===== src/twm_pkg.sv =====
// ----------------------------------------------------------------------------
// twm_pkg
// shared types and codes of the timeline wrap mapper
// ----------------------------------------------------------------------------
package twm_pkg;

	// default widths
	localparam int TIME_BITS_DEF = 32;
	localparam int FRAC_BITS_DEF = 12;

	// speed factor register width (signed q4.12 at the default)
	localparam int FACTOR_W = 16;

	// configuration register index width
	localparam int CFG_IDX_W = 3;

	// request kinds
	localparam logic [1:0] REQ_TICK  = 2'd0;
	localparam logic [1:0] REQ_START = 2'd1;
	localparam logic [1:0] REQ_STOP  = 2'd2;
	localparam logic [1:0] REQ_PAUSE = 2'd3;

	// wrap modes, any other code acts as clamp
	localparam logic [1:0] WRAP_CLAMP  = 2'd0;
	localparam logic [1:0] WRAP_REPEAT = 2'd1;
	localparam logic [1:0] WRAP_MIRROR = 2'd2;

	// register indexes
	localparam logic [CFG_IDX_W-1:0] REG_TIME_OFFSET  = 3'd0;
	localparam logic [CFG_IDX_W-1:0] REG_SPEED_FACTOR = 3'd1;
	localparam logic [CFG_IDX_W-1:0] REG_MAX_DURATION = 3'd2;
	localparam logic [CFG_IDX_W-1:0] REG_PRE_WRAP     = 3'd3;
	localparam logic [CFG_IDX_W-1:0] REG_POST_WRAP    = 3'd4;

	// sequencer states
	typedef enum logic [2:0] {
		ST_IDLE,
		ST_DIFF,
		ST_MUL,
		ST_SCALE,
		ST_PLAN,
		ST_DIV,
		ST_FINISH,
		ST_DONE
	} state_t;

	// fix-up applied to a remainder after division
	typedef enum logic [1:0] {
		FIN_ADD1,
		FIN_NEG,
		FIN_TRI
	} fin_op_t;

endpackage


===== src/timeline_wrap_mapper.sv =====
// ----------------------------------------------------------------------------
// timeline_wrap_mapper
// maps a parent time to a local animation time with clamp, repeat and
// mirror wrapping at both ends of the timeline
// ----------------------------------------------------------------------------
//
// channel   dir  handshake          payload
// s_*       in   s_tvalid/s_tready  tdata: parent_time; tuser: req_type, parent_present
// m_*       out  m_tvalid/m_tready  tdata: local_time;  tuser: is_paused, is_started
// cfg_*     in   cfg_we             cfg_index, cfg_wdata
//
// start, stop, pause and non-running ticks settle when taken and go straight to
// the done state; a running tick steps through diff, multiply, scale, plan,
// divide and finish: one shared adder does the offset subtract, an 18-step
// shift-add multiply and a TIME_BITS+1 step restoring division for the wrap
// remainder; results whose wrap needs no remainder skip divide and finish
// arst_n clears the timeline state and loads the register defaults
// a request is taken whenever the sequencer is idle; a stalled result holds
// in the output register and the next result waits for it to drain
//
module timeline_wrap_mapper
	import twm_pkg::*;
#(
	parameter int TIME_BITS        = TIME_BITS_DEF,
	parameter int FACTOR_FRAC_BITS = FRAC_BITS_DEF
) (
	input  logic                                 clk,
	input  logic                                 arst_n,
	// request stream
	input  logic                                 s_tvalid,
	output logic                                 s_tready,
	input  logic [((TIME_BITS+7)/8)*8-1:0]        s_tdata,   // parent_time
	input  logic [2:0]                           s_tuser,   // req_type[1:0], parent_present
	// result stream
	output logic                                 m_tvalid,
	input  logic                                 m_tready,
	output logic [((TIME_BITS+7)/8)*8-1:0]        m_tdata,   // local_time
	output logic [1:0]                           m_tuser,   // is_paused, is_started
	// configuration writes
	input  logic                                 cfg_we,
	input  logic [CFG_IDX_W-1:0]                 cfg_index,
	input  logic [(TIME_BITS>FACTOR_W ? TIME_BITS : FACTOR_W)-1:0] cfg_wdata
);

	localparam int TB    = TIME_BITS;
	localparam int TDW   = ((TIME_BITS + 7) / 8) * 8;
	localparam int AW    = TB + 2;               // shared adder width
	localparam int DW    = TB + 1;               // parent minus offset
	localparam int MUL_W = FACTOR_W + 2;         // factor register, holds 1.0 at any frac
	localparam int PW    = AW + MUL_W;           // full product
	localparam int NW    = TB + 1;               // dividend and divisor width
	localparam int CNT_W = $clog2(TB + 2);

	localparam logic signed [PW-1:0] E_MAX = (PW'(1) << (TB - 1)) - PW'(1);
	localparam logic signed [PW-1:0] E_MIN = -E_MAX - PW'(1);

	// configuration registers
	logic signed [TB-1:0]    time_offset_q;
	logic signed [MUL_W-1:0] speed_factor_q;
	logic [TB-2:0]           max_duration_q;
	logic [1:0]              pre_wrap_q;
	logic [1:0]              post_wrap_q;

	// timeline state
	logic signed [TB-1:0] current_time_q;
	logic                 started_q;
	logic                 paused_q;

	// sequencer
	state_t            state_q, state_d;
	logic [CNT_W-1:0]  cnt_q;

	// datapath registers
	logic signed [TB-1:0] parent_q;
	logic signed [DW-1:0] diff_q;
	logic signed [AW-1:0] hi_q;       // product accumulator, upper part
	logic [MUL_W-1:0]     lo_q;       // multiplier bits, then product lower part
	logic signed [TB-1:0] elapsed_q;
	logic [NW-1:0]        num_q;
	logic [NW-1:0]        dvs_q;
	logic [NW-1:0]        rem_q;
	fin_op_t              fin_op_q;

	// output register
	logic                 out_valid_q;
	logic [TB-1:0]        out_time_q;
	logic                 out_paused_q;
	logic                 out_started_q;

	// shared adder
	logic signed [AW-1:0] add_a, add_b, add_y;
	logic                 add_sub;

	// request fields
	logic [1:0]           req_type;
	logic                 parent_present;
	logic signed [TB-1:0] parent_time;
	logic                 accept;
	logic                 tick_run;
	logic                 out_free;

	assign req_type       = s_tuser[1:0];
	assign parent_present = s_tuser[2];
	assign parent_time    = s_tdata[TB-1:0];
	assign accept         = s_tvalid && s_tready;
	assign tick_run       = (req_type == REQ_TICK) && parent_present && started_q && !paused_q;
	assign out_free       = !out_valid_q || m_tready;

	assign add_y = add_a + (add_sub ? ~add_b : add_b) + AW'(add_sub);

	// scaling: floor shift of the product, then saturate to signed time
	logic signed [PW-1:0] prod;
	logic signed [PW-1:0] prod_sh;
	logic signed [TB-1:0] elapsed_d;

	always_comb begin
		prod    = {hi_q, lo_q};
		prod_sh = prod >>> FACTOR_FRAC_BITS;
		if (prod_sh > E_MAX) begin
			elapsed_d = E_MAX[TB-1:0];
		end else if (prod_sh < E_MIN) begin
			elapsed_d = E_MIN[TB-1:0];
		end else begin
			elapsed_d = prod_sh[TB-1:0];
		end
	end

	// wrap plan: either a direct value or a remainder with a fix-up
	logic [NW-1:0]        d_ext;
	logic [NW-1:0]        d2_ext;
	logic signed [NW-1:0] e_ext;
	logic [NW-1:0]        mag;
	logic                 plan_div;
	logic [NW-1:0]        plan_num;
	logic [NW-1:0]        plan_dvs;
	fin_op_t              plan_op;
	logic [NW-1:0]        plan_val;

	assign d_ext  = {2'b00, max_duration_q};
	assign d2_ext = {1'b0, max_duration_q, 1'b0};
	assign e_ext  = NW'(elapsed_q);
	assign mag    = NW'(-e_ext);

	// x holds the time above the duration when above is set
	always_comb begin
		logic [NW-1:0] x;
		logic          above;
		plan_div = 1'b0;
		plan_num = mag;
		plan_dvs = d_ext;
		plan_op  = FIN_NEG;
		plan_val = '0;
		above    = 1'b0;
		x        = mag;
		if (max_duration_q == '0) begin
			plan_val = '0;
		end else if (e_ext > $signed(d_ext)) begin
			above = 1'b1;
			x     = e_ext;
		end else if (elapsed_q < 0) begin
			if (pre_wrap_q == WRAP_REPEAT) begin
				plan_div = 1'b1;
				plan_num = mag;
				plan_dvs = d_ext;
				plan_op  = FIN_NEG;
			end else if (pre_wrap_q == WRAP_MIRROR) begin
				if (mag <= d_ext) begin
					plan_val = mag;
				end else begin
					above = 1'b1;
					x     = mag;
				end
			end else begin
				plan_val = '0;
			end
		end else begin
			plan_val = e_ext;
		end

		if (above) begin
			if (post_wrap_q == WRAP_REPEAT) begin
				plan_div = 1'b1;
				plan_num = x - NW'(1);
				plan_dvs = d_ext;
				plan_op  = FIN_ADD1;
			end else if (post_wrap_q == WRAP_MIRROR) begin
				if (x <= d2_ext) begin
					plan_val = d2_ext - x;
				end else if (pre_wrap_q == WRAP_REPEAT) begin
					// mirrored below zero, then repeated up
					plan_div = 1'b1;
					plan_num = x - d2_ext;
					plan_dvs = d_ext;
					plan_op  = FIN_NEG;
				end else if (pre_wrap_q == WRAP_MIRROR) begin
					// triangle wave of period twice the duration
					plan_div = 1'b1;
					plan_num = x;
					plan_dvs = d2_ext;
					plan_op  = FIN_TRI;
				end else begin
					plan_val = '0;
				end
			end else begin
				plan_val = d_ext;
			end
		end
	end

	// remainder fix-up
	logic [NW-1:0] fin_val;

	always_comb begin
		case (fin_op_q)
			FIN_ADD1: fin_val = rem_q + NW'(1);
			FIN_NEG:  fin_val = (rem_q == '0) ? '0 : d_ext - rem_q;
			FIN_TRI:  fin_val = (rem_q <= d_ext) ? rem_q : d2_ext - rem_q;
			default:  fin_val = rem_q;
		endcase
	end

	// next state
	always_comb begin
		state_d = state_q;
		case (state_q)
			ST_IDLE: begin
				if (accept) begin
					state_d = tick_run ? ST_DIFF : ST_DONE;
				end
			end
			ST_DIFF: state_d = ST_MUL;
			ST_MUL: begin
				if (cnt_q == CNT_W'(MUL_W - 1)) begin
					state_d = ST_SCALE;
				end
			end
			ST_SCALE: state_d = ST_PLAN;
			ST_PLAN:  state_d = plan_div ? ST_DIV : ST_DONE;
			ST_DIV: begin
				if (cnt_q == CNT_W'(NW - 1)) begin
					state_d = ST_FINISH;
				end
			end
			ST_FINISH: state_d = ST_DONE;
			ST_DONE: begin
				if (out_free) begin
					state_d = ST_IDLE;
				end
			end
			default: state_d = ST_IDLE;
		endcase
	end

	// outputs and adder operand selection
	always_comb begin
		s_tready = (state_q == ST_IDLE);
		add_a    = '0;
		add_b    = '0;
		add_sub  = 1'b0;
		case (state_q)
			ST_DIFF: begin
				add_a   = AW'(parent_q);
				add_b   = AW'(time_offset_q);
				add_sub = 1'b1;
			end
			ST_MUL: begin
				// last multiplier bit carries negative weight
				add_a   = hi_q;
				add_b   = lo_q[0] ? AW'(diff_q) : '0;
				add_sub = lo_q[0] && (cnt_q == CNT_W'(MUL_W - 1));
			end
			ST_DIV: begin
				add_a   = {1'b0, rem_q[NW-2:0], num_q[NW-1]};
				add_b   = AW'(dvs_q);
				add_sub = 1'b1;
			end
			default: begin
				add_a   = '0;
				add_b   = '0;
				add_sub = 1'b0;
			end
		endcase
	end

	assign m_tvalid = out_valid_q;
	assign m_tdata  = TDW'(out_time_q);
	assign m_tuser  = {out_started_q, out_paused_q};

	// control and timeline state
	always_ff @(posedge clk or negedge arst_n) begin
		if (!arst_n) begin
			state_q        <= ST_IDLE;
			cnt_q          <= '0;
			current_time_q <= '0;
			started_q      <= 1'b0;
			paused_q       <= 1'b0;
			out_valid_q    <= 1'b0;
			time_offset_q  <= '0;
			speed_factor_q <= MUL_W'(1) << FACTOR_FRAC_BITS;
			max_duration_q <= '1;
			pre_wrap_q     <= WRAP_CLAMP;
			post_wrap_q    <= WRAP_CLAMP;
		end else begin
			state_q <= state_d;

			if (cfg_we) begin
				case (cfg_index)
					REG_TIME_OFFSET:  time_offset_q  <= cfg_wdata[TB-1:0];
					REG_SPEED_FACTOR: speed_factor_q <= MUL_W'($signed(cfg_wdata[FACTOR_W-1:0]));
					REG_MAX_DURATION: max_duration_q <= cfg_wdata[TB-2:0];
					REG_PRE_WRAP:     pre_wrap_q     <= cfg_wdata[1:0];
					REG_POST_WRAP:    post_wrap_q    <= cfg_wdata[1:0];
					default: ;
				endcase
			end

			// requests that settle at once
			if (accept) begin
				case (req_type)
					REQ_TICK: begin
						if (!parent_present) begin
							current_time_q <= '0;
						end
					end
					REQ_START: begin
						if (paused_q) begin
							paused_q <= 1'b0;
						end else if (parent_present) begin
							current_time_q <= parent_time;
							started_q      <= 1'b1;
						end
					end
					REQ_STOP: begin
						started_q <= 1'b0;
						paused_q  <= 1'b0;
					end
					default: paused_q <= 1'b1;
				endcase
			end

			// step counter for multiply and divide
			if (state_q == ST_MUL || state_q == ST_DIV) begin
				cnt_q <= (state_d == state_q) ? cnt_q + CNT_W'(1) : '0;
			end else begin
				cnt_q <= '0;
			end

			if (state_q == ST_PLAN && !plan_div) begin
				current_time_q <= plan_val[TB-1:0];
			end
			if (state_q == ST_FINISH) begin
				current_time_q <= fin_val[TB-1:0];
			end

			if (state_q == ST_DONE && out_free) begin
				out_valid_q <= 1'b1;
			end else if (m_tready) begin
				out_valid_q <= 1'b0;
			end
		end
	end

	// datapath
	always_ff @(posedge clk) begin
		if (accept) begin
			parent_q <= parent_time;
		end
		case (state_q)
			ST_DIFF: begin
				diff_q <= add_y[DW-1:0];
				hi_q   <= '0;
				lo_q   <= speed_factor_q;
			end
			ST_MUL: begin
				hi_q <= {add_y[AW-1], add_y[AW-1:1]};
				lo_q <= {add_y[0], lo_q[MUL_W-1:1]};
			end
			ST_SCALE: elapsed_q <= elapsed_d;
			ST_PLAN: begin
				num_q    <= plan_num;
				dvs_q    <= plan_dvs;
				fin_op_q <= plan_op;
				rem_q    <= '0;
			end
			ST_DIV: begin
				num_q <= {num_q[NW-2:0], 1'b0};
				if (!add_y[AW-1]) begin
					rem_q <= add_y[NW-1:0];
				end else begin
					rem_q <= {rem_q[NW-2:0], num_q[NW-1]};
				end
			end
			ST_DONE: begin
				if (out_free) begin
					out_time_q    <= current_time_q;
					out_paused_q  <= paused_q;
					out_started_q <= started_q;
				end
			end
			default: ;
		endcase
	end

`ifndef SYNTHESIS
	// partial remainder stays below the divisor
	assert property (@(posedge clk) disable iff (!arst_n)
		(state_q == ST_DIV) |-> (rem_q < dvs_q && dvs_q != '0))
		else $error("remainder not below divisor");

	// an accepted request always leaves idle
	assert property (@(posedge clk) disable iff (!arst_n)
		accept |=> (state_q != ST_IDLE))
		else $error("request accepted but sequencer stayed idle");

	// a wrapped time lies on the timeline
	assert property (@(posedge clk) disable iff (!arst_n)
		(state_q == ST_FINISH) |=>
		(current_time_q >= 0 && $unsigned(current_time_q) <= TB'(max_duration_q)))
		else $error("wrapped time outside timeline");

	// a pending result is never overwritten
	assert property (@(posedge clk) disable iff (!arst_n)
		(out_valid_q && !m_tready) |=> (out_valid_q && $stable(out_time_q)))
		else $error("pending result lost");

	// multiply step count stays in range
	assert property (@(posedge clk) disable iff (!arst_n)
		(state_q == ST_MUL) |-> (cnt_q < CNT_W'(MUL_W)))
		else $error("multiply counter overrun");
`endif

endmodule


===== config.mk =====
export PLATFORM = sky130hd
export DESIGN_NAME = timeline_wrap_mapper
export DESIGN_NICKNAME = d
export VERILOG_FILES = /design/src/twm_pkg.sv /design/src/timeline_wrap_mapper.sv
export SDC_FILE = /design/constraint.sdc
export NUM_CORES = 2
export LEC_CHECK = 0
export ABC_AREA = 0
export BUFFER_PORTS_ARGS = -buffer_cell sky130_fd_sc_hd__buf_2
export CORE_ASPECT_RATIO = 1.2
export CORE_UTILIZATION = 30
export CTS_CLUSTER_SIZE = 30
export DETAILED_ROUTE_END_ITERATION = 6
export GPL_TIMING_DRIVEN = 0
export SLEW_MARGIN = 10
export SYNTH_ARGS = -nofsm -noshare
export SYNTH_HDL_FRONTEND = slang
export SYNTH_SLANG_ARGS = --single-unit
export TNS_END_PERCENT = 30

===== constraint.sdc =====
create_clock -name clk -period 9.4 [get_ports clk]
set_input_delay 2.35 -clock clk [delete_from_list [all_inputs] [get_ports clk]]
set_output_delay 2.35 -clock clk [all_outputs]
set_load 0.05 [all_outputs]

==> flow_summary.toml <==
[floorplanning]
rows = 134
core_sq_um = 111700
die_width_um = 309.0
initial_core_util_pct = 30.39
dieArea_sq_um = 114500
ioPinCount = 111
die_h_um = 370.4

[setup_path]
path_class = "reg2reg"
crit_path_end_kind = "flip-flop"
worst-r2r-cell-count = 25
crit_fanout = 10
arrival_ns = 10.03
startpoint_type = "flip-flop"
required_ns = 9.85

[sta]
final.setup.worst_slack_ns = -0.1781
period_needed_ns = 9.578
fin_crit_sh_pct = 101.9
skew_ns = 0.02217
slew_viol_final = 1
hold_viol_final = 0
fmax_mhz = 104.4
worst_pin_slew_ns = 1.523
finalSetupViolations = 2
max_slew_margin_pct = -1.529
rsz0062_at_grt = "false"

[logic_synthesis]
synth-async-reset-ratio_pct = 31.05
syn_nets = 4206
syn_area_sq_um = 33930
synth.area.top_cells = "edfxtp_1 (25%), ha_1 (9.4%), dfrtp_1 (7.0%)"
synth_edf_count = 282
ys_seq_elements = 409
synthesis.instances = 3871
synth.yosys.seq_area_share_pct = 34.44
avgSynthCellArea_sq_um = 8.766
synthDistinctLibCells = 104
synth_largest_area_cell = "edfxtp_1"
yosys_warnings = 0
yosysTopAreaCellShare_pct = 24.96
yosys_most_used_dff = "edfxtp_1"

[route]
wl_met1_um = 59860
wl_per_cell_um = 28.73
via_per_inst = 5.868
dr_wl_met3_um = 12670
vias = 32800
met2_length_um = 72790
drt-pass1-iter-count = 7
routed.top_layer = "met4"
postRouteAntennaNets = 0
initialDrtViolationCount = 3687
routed_wl_um = 160600
drc_errors = 1

[power_and_ir_drop]
cellPowerDensity_nw_per_um2 = 379.6
power_leakage_nw = 14.94
power_mw = 14.63
ir_worst_vdd_v = 0.0001690

[global_routing]
grt-ovfl-total = 0
grt_max_degree = 77
grtUsageTotal_pct = 27.45
grt_pass1_vias = 31800
antenna_found_initial = 7
grt_pass1_wl_um = 226600

[run]
maxCapViolCount = 0

[cells_and_area]
syn2layout_area_growth_pct = 13.55
utilization_pct = 34.51
fillers = 11720
num_antenna_cells = 0
drive_above_1_share_pct = 11.06
multiInputGateArea_sq_um = 20790
final_nets = 4390
seqCellArea_sq_um = 11690

[hold_path]
hold_class = "reg2reg"
min_path_cells = 0

[placed_design]
place_hpwl_um = 128400
port_buffers = 110
post-place-ws_ns = -1.690
gp_congestion = 1.097

[clock_tree]
cts_tree = "done"
worstSkewPairLatency_ns = 0.64
numCtsBuffers = 47
clk_path_buf_depth = 3
cts.htree.levels = 2
clkSinkCount = 409
path_clk_slew_ns = 0.07
cts-root-buf = "clkbuf_16"

[run_status]
violations = "DRC, slew limit, setup timing"
outcome = "finished, violations left"
-- final timing paths --
| check | start | endpoint | slack [ns] |
|---|---|---|---|
| min reg2reg | current_time_q[1] | m_tdata[1] | 0.46 |
| min | current_time_q[1] | m_tdata[1] | 0.46 |
| min in group asynchronous | arst_n | speed_factor_q[4] | 1.69 |
| max reg2reg | max_duration_q[15] | current_time_q[2] | -0.18 |
| max | max_duration_q[15] | current_time_q[2] | -0.18 |
| max in group asynchronous | arst_n | current_time_q[28] | 6.93 |
-- where the power goes --
part,total (mW),internal (mW),switching (mW)
Clock,2.01,1.14,0.868
Sequential,3.37,2.80,0.566
Combinational,9.25,3.02,6.23
-- worst max-delay path, cell delays in order (launching register included) --
cell and delay, ns:
dfstp_2 0.70, inv_1 0.30, ha_1 0.39, nand4_1 0.39
nor4_4 0.58, nand2b_1 0.28, a211o_1 0.42, nand2_2 0.30
clkbuf_2 0.34, clkbuf_2 0.36, o21a_1 0.29, nor2_2 0.31
inv_1 0.08, ha_1 0.30, clkbuf_2 0.27, nand2_1 0.11
o21ai_0 0.47, a21oi_1 0.18, nor3_1 0.36, a21oi_4 0.17
o22ai_2 0.47, nand3b_1 0.39, clkbuf_2 0.35, o22ai_1 0.16
a222oi_1 1.19, a21oi_1 0.17
-- flip-flops by register name (all words and copies together) (netlist names), 31 cells and up --
name	count
max_duration_q	31
time_offset_q	32
dvs_q	32
num_q	33
current_time_q	32
rem_q	33
hi_q	33
diff_q	33
parent_q	32
elapsed_q	32
m_tdata	32
-- cell usage after synthesis (8+ instances only) --
library cell  instances
nand2_1             388
a21oi_1             304
nor2_1              301
o21ai_0             283
edfxtp_1            282
ha_1                255
clkbuf_1            199
xnor2_1             164
inv_1               159
xor2_1              125
dfrtp_1              95
mux2_2               87
a21o_1               82
nor3_1               78
o22ai_1              77
nand3_1              75
mux2i_1              70
o21a_1               61
nand4_1              52
nor2b_1              44
a31oi_1              43
and2_1               42
o211ai_1             42
a211oi_1             37
nand2b_1             36
dfstp_2              32
nor4_1               30
and3_1               28
or3_1                27
a221oi_1             24
o21bai_1             23
buf_2                19
o31ai_1              18
buf_1                16
a22oi_1              14
a211o_1              12
o221ai_1             12
or2_2                12
buf_4                 9
a21boi_0              8
a221o_1               8
a22o_1                8
o31a_1                8
-- layout by cell type, fill, tap and decap left out, types with 14 or more instances in the layout --
cell	count
a22oi_1	14
dfstp_2	32
o21ai_0	281
o31ai_1	18
o211ai_1	42
or3_1	27
buf_1	16
clkbuf_16	50
o21a_1	61
nand3_1	74
mux2_2	87
mux2i_1	70
and2_1	42
ha_1	255
edfxtp_1	282
xor2_1	125
inv_1	154
xnor2_1	164
nand2b_1	36
o21bai_1	23
and3_1	27
a31oi_1	43
clkbuf_1	194
dfrtp_1	95
buf_2	128
a211oi_1	35
nor2_1	295
nor3_1	77
nor4_1	28
a21oi_1	301
buf_4	22
a21o_1	82
a221oi_1	24
o22ai_1	76
nand2_1	387
nor2b_1	44
nand4_1	52
-- cell families after synthesis --
| group | synth area share [%] |
|---|---|
| simple gates | 16.45 |
| fa+ha+maj | 9.698 |
| buf+inv | 4.772 |
| flops | 34.44 |
| compound gates | 22.17 |
| xor+xnor | 7.460 |
| mux | 5.019 |
-- routing by layer --
layer  global-route usage (%)  vias to the layer above
met5                        0                        -
met3                    4.274                      566
li1                         -                    14540
met1                    32.13                    15780
met4                    22.69                        0
met2                    44.25                     1922
-- through the flow --
step / std cells / hold slack, ns / TNS, ns / area, sq um
2_1_floorplan: 3871 / 0.4171 / 0 / 33930
3_3_place_gp: 5477 / 0.4334 / -120.38 / 36350
3_5_place_dp: 5493 / 0.4281 / -88.52 / 36670
4_1_cts: 5585 / 0.4581 / 0 / 38450
5_1_grt: 5590 / 0.4764 / 0 / 38530
6_report: 5590 / 0.4562 / -0.2717 / 38530
-- repair_timing --
| action | CTS | global route |
|---|---|---|
| pin swaps | 2 | 1 |
| gates cloned | 0 | 0 |
| gates resized for setup | 23 | 9 |
| buffers inserted | 4 | 5 |
| hold buffers | 0 | 0 |
| endpoints found under the setup margin | 99 | 16 |
-- final cells by class --
| cell class | count | area share, % |
|---|---|---|
| Multi-Input combinational cell | 3054 | 53.96 |
| Tap cell | 1496 | 4.858 |
| Inverter | 161 | 1.607 |
| Sequential cell | 409 | 30.33 |
| Clock buffer | 55 | 3.348 |
| Buffer | 247 | 2.673 |
| Clock inverter | 33 | 0.9580 |
| Timing Repair Buffer | 135 | 2.267 |
(Power assumes the default switching activity.)
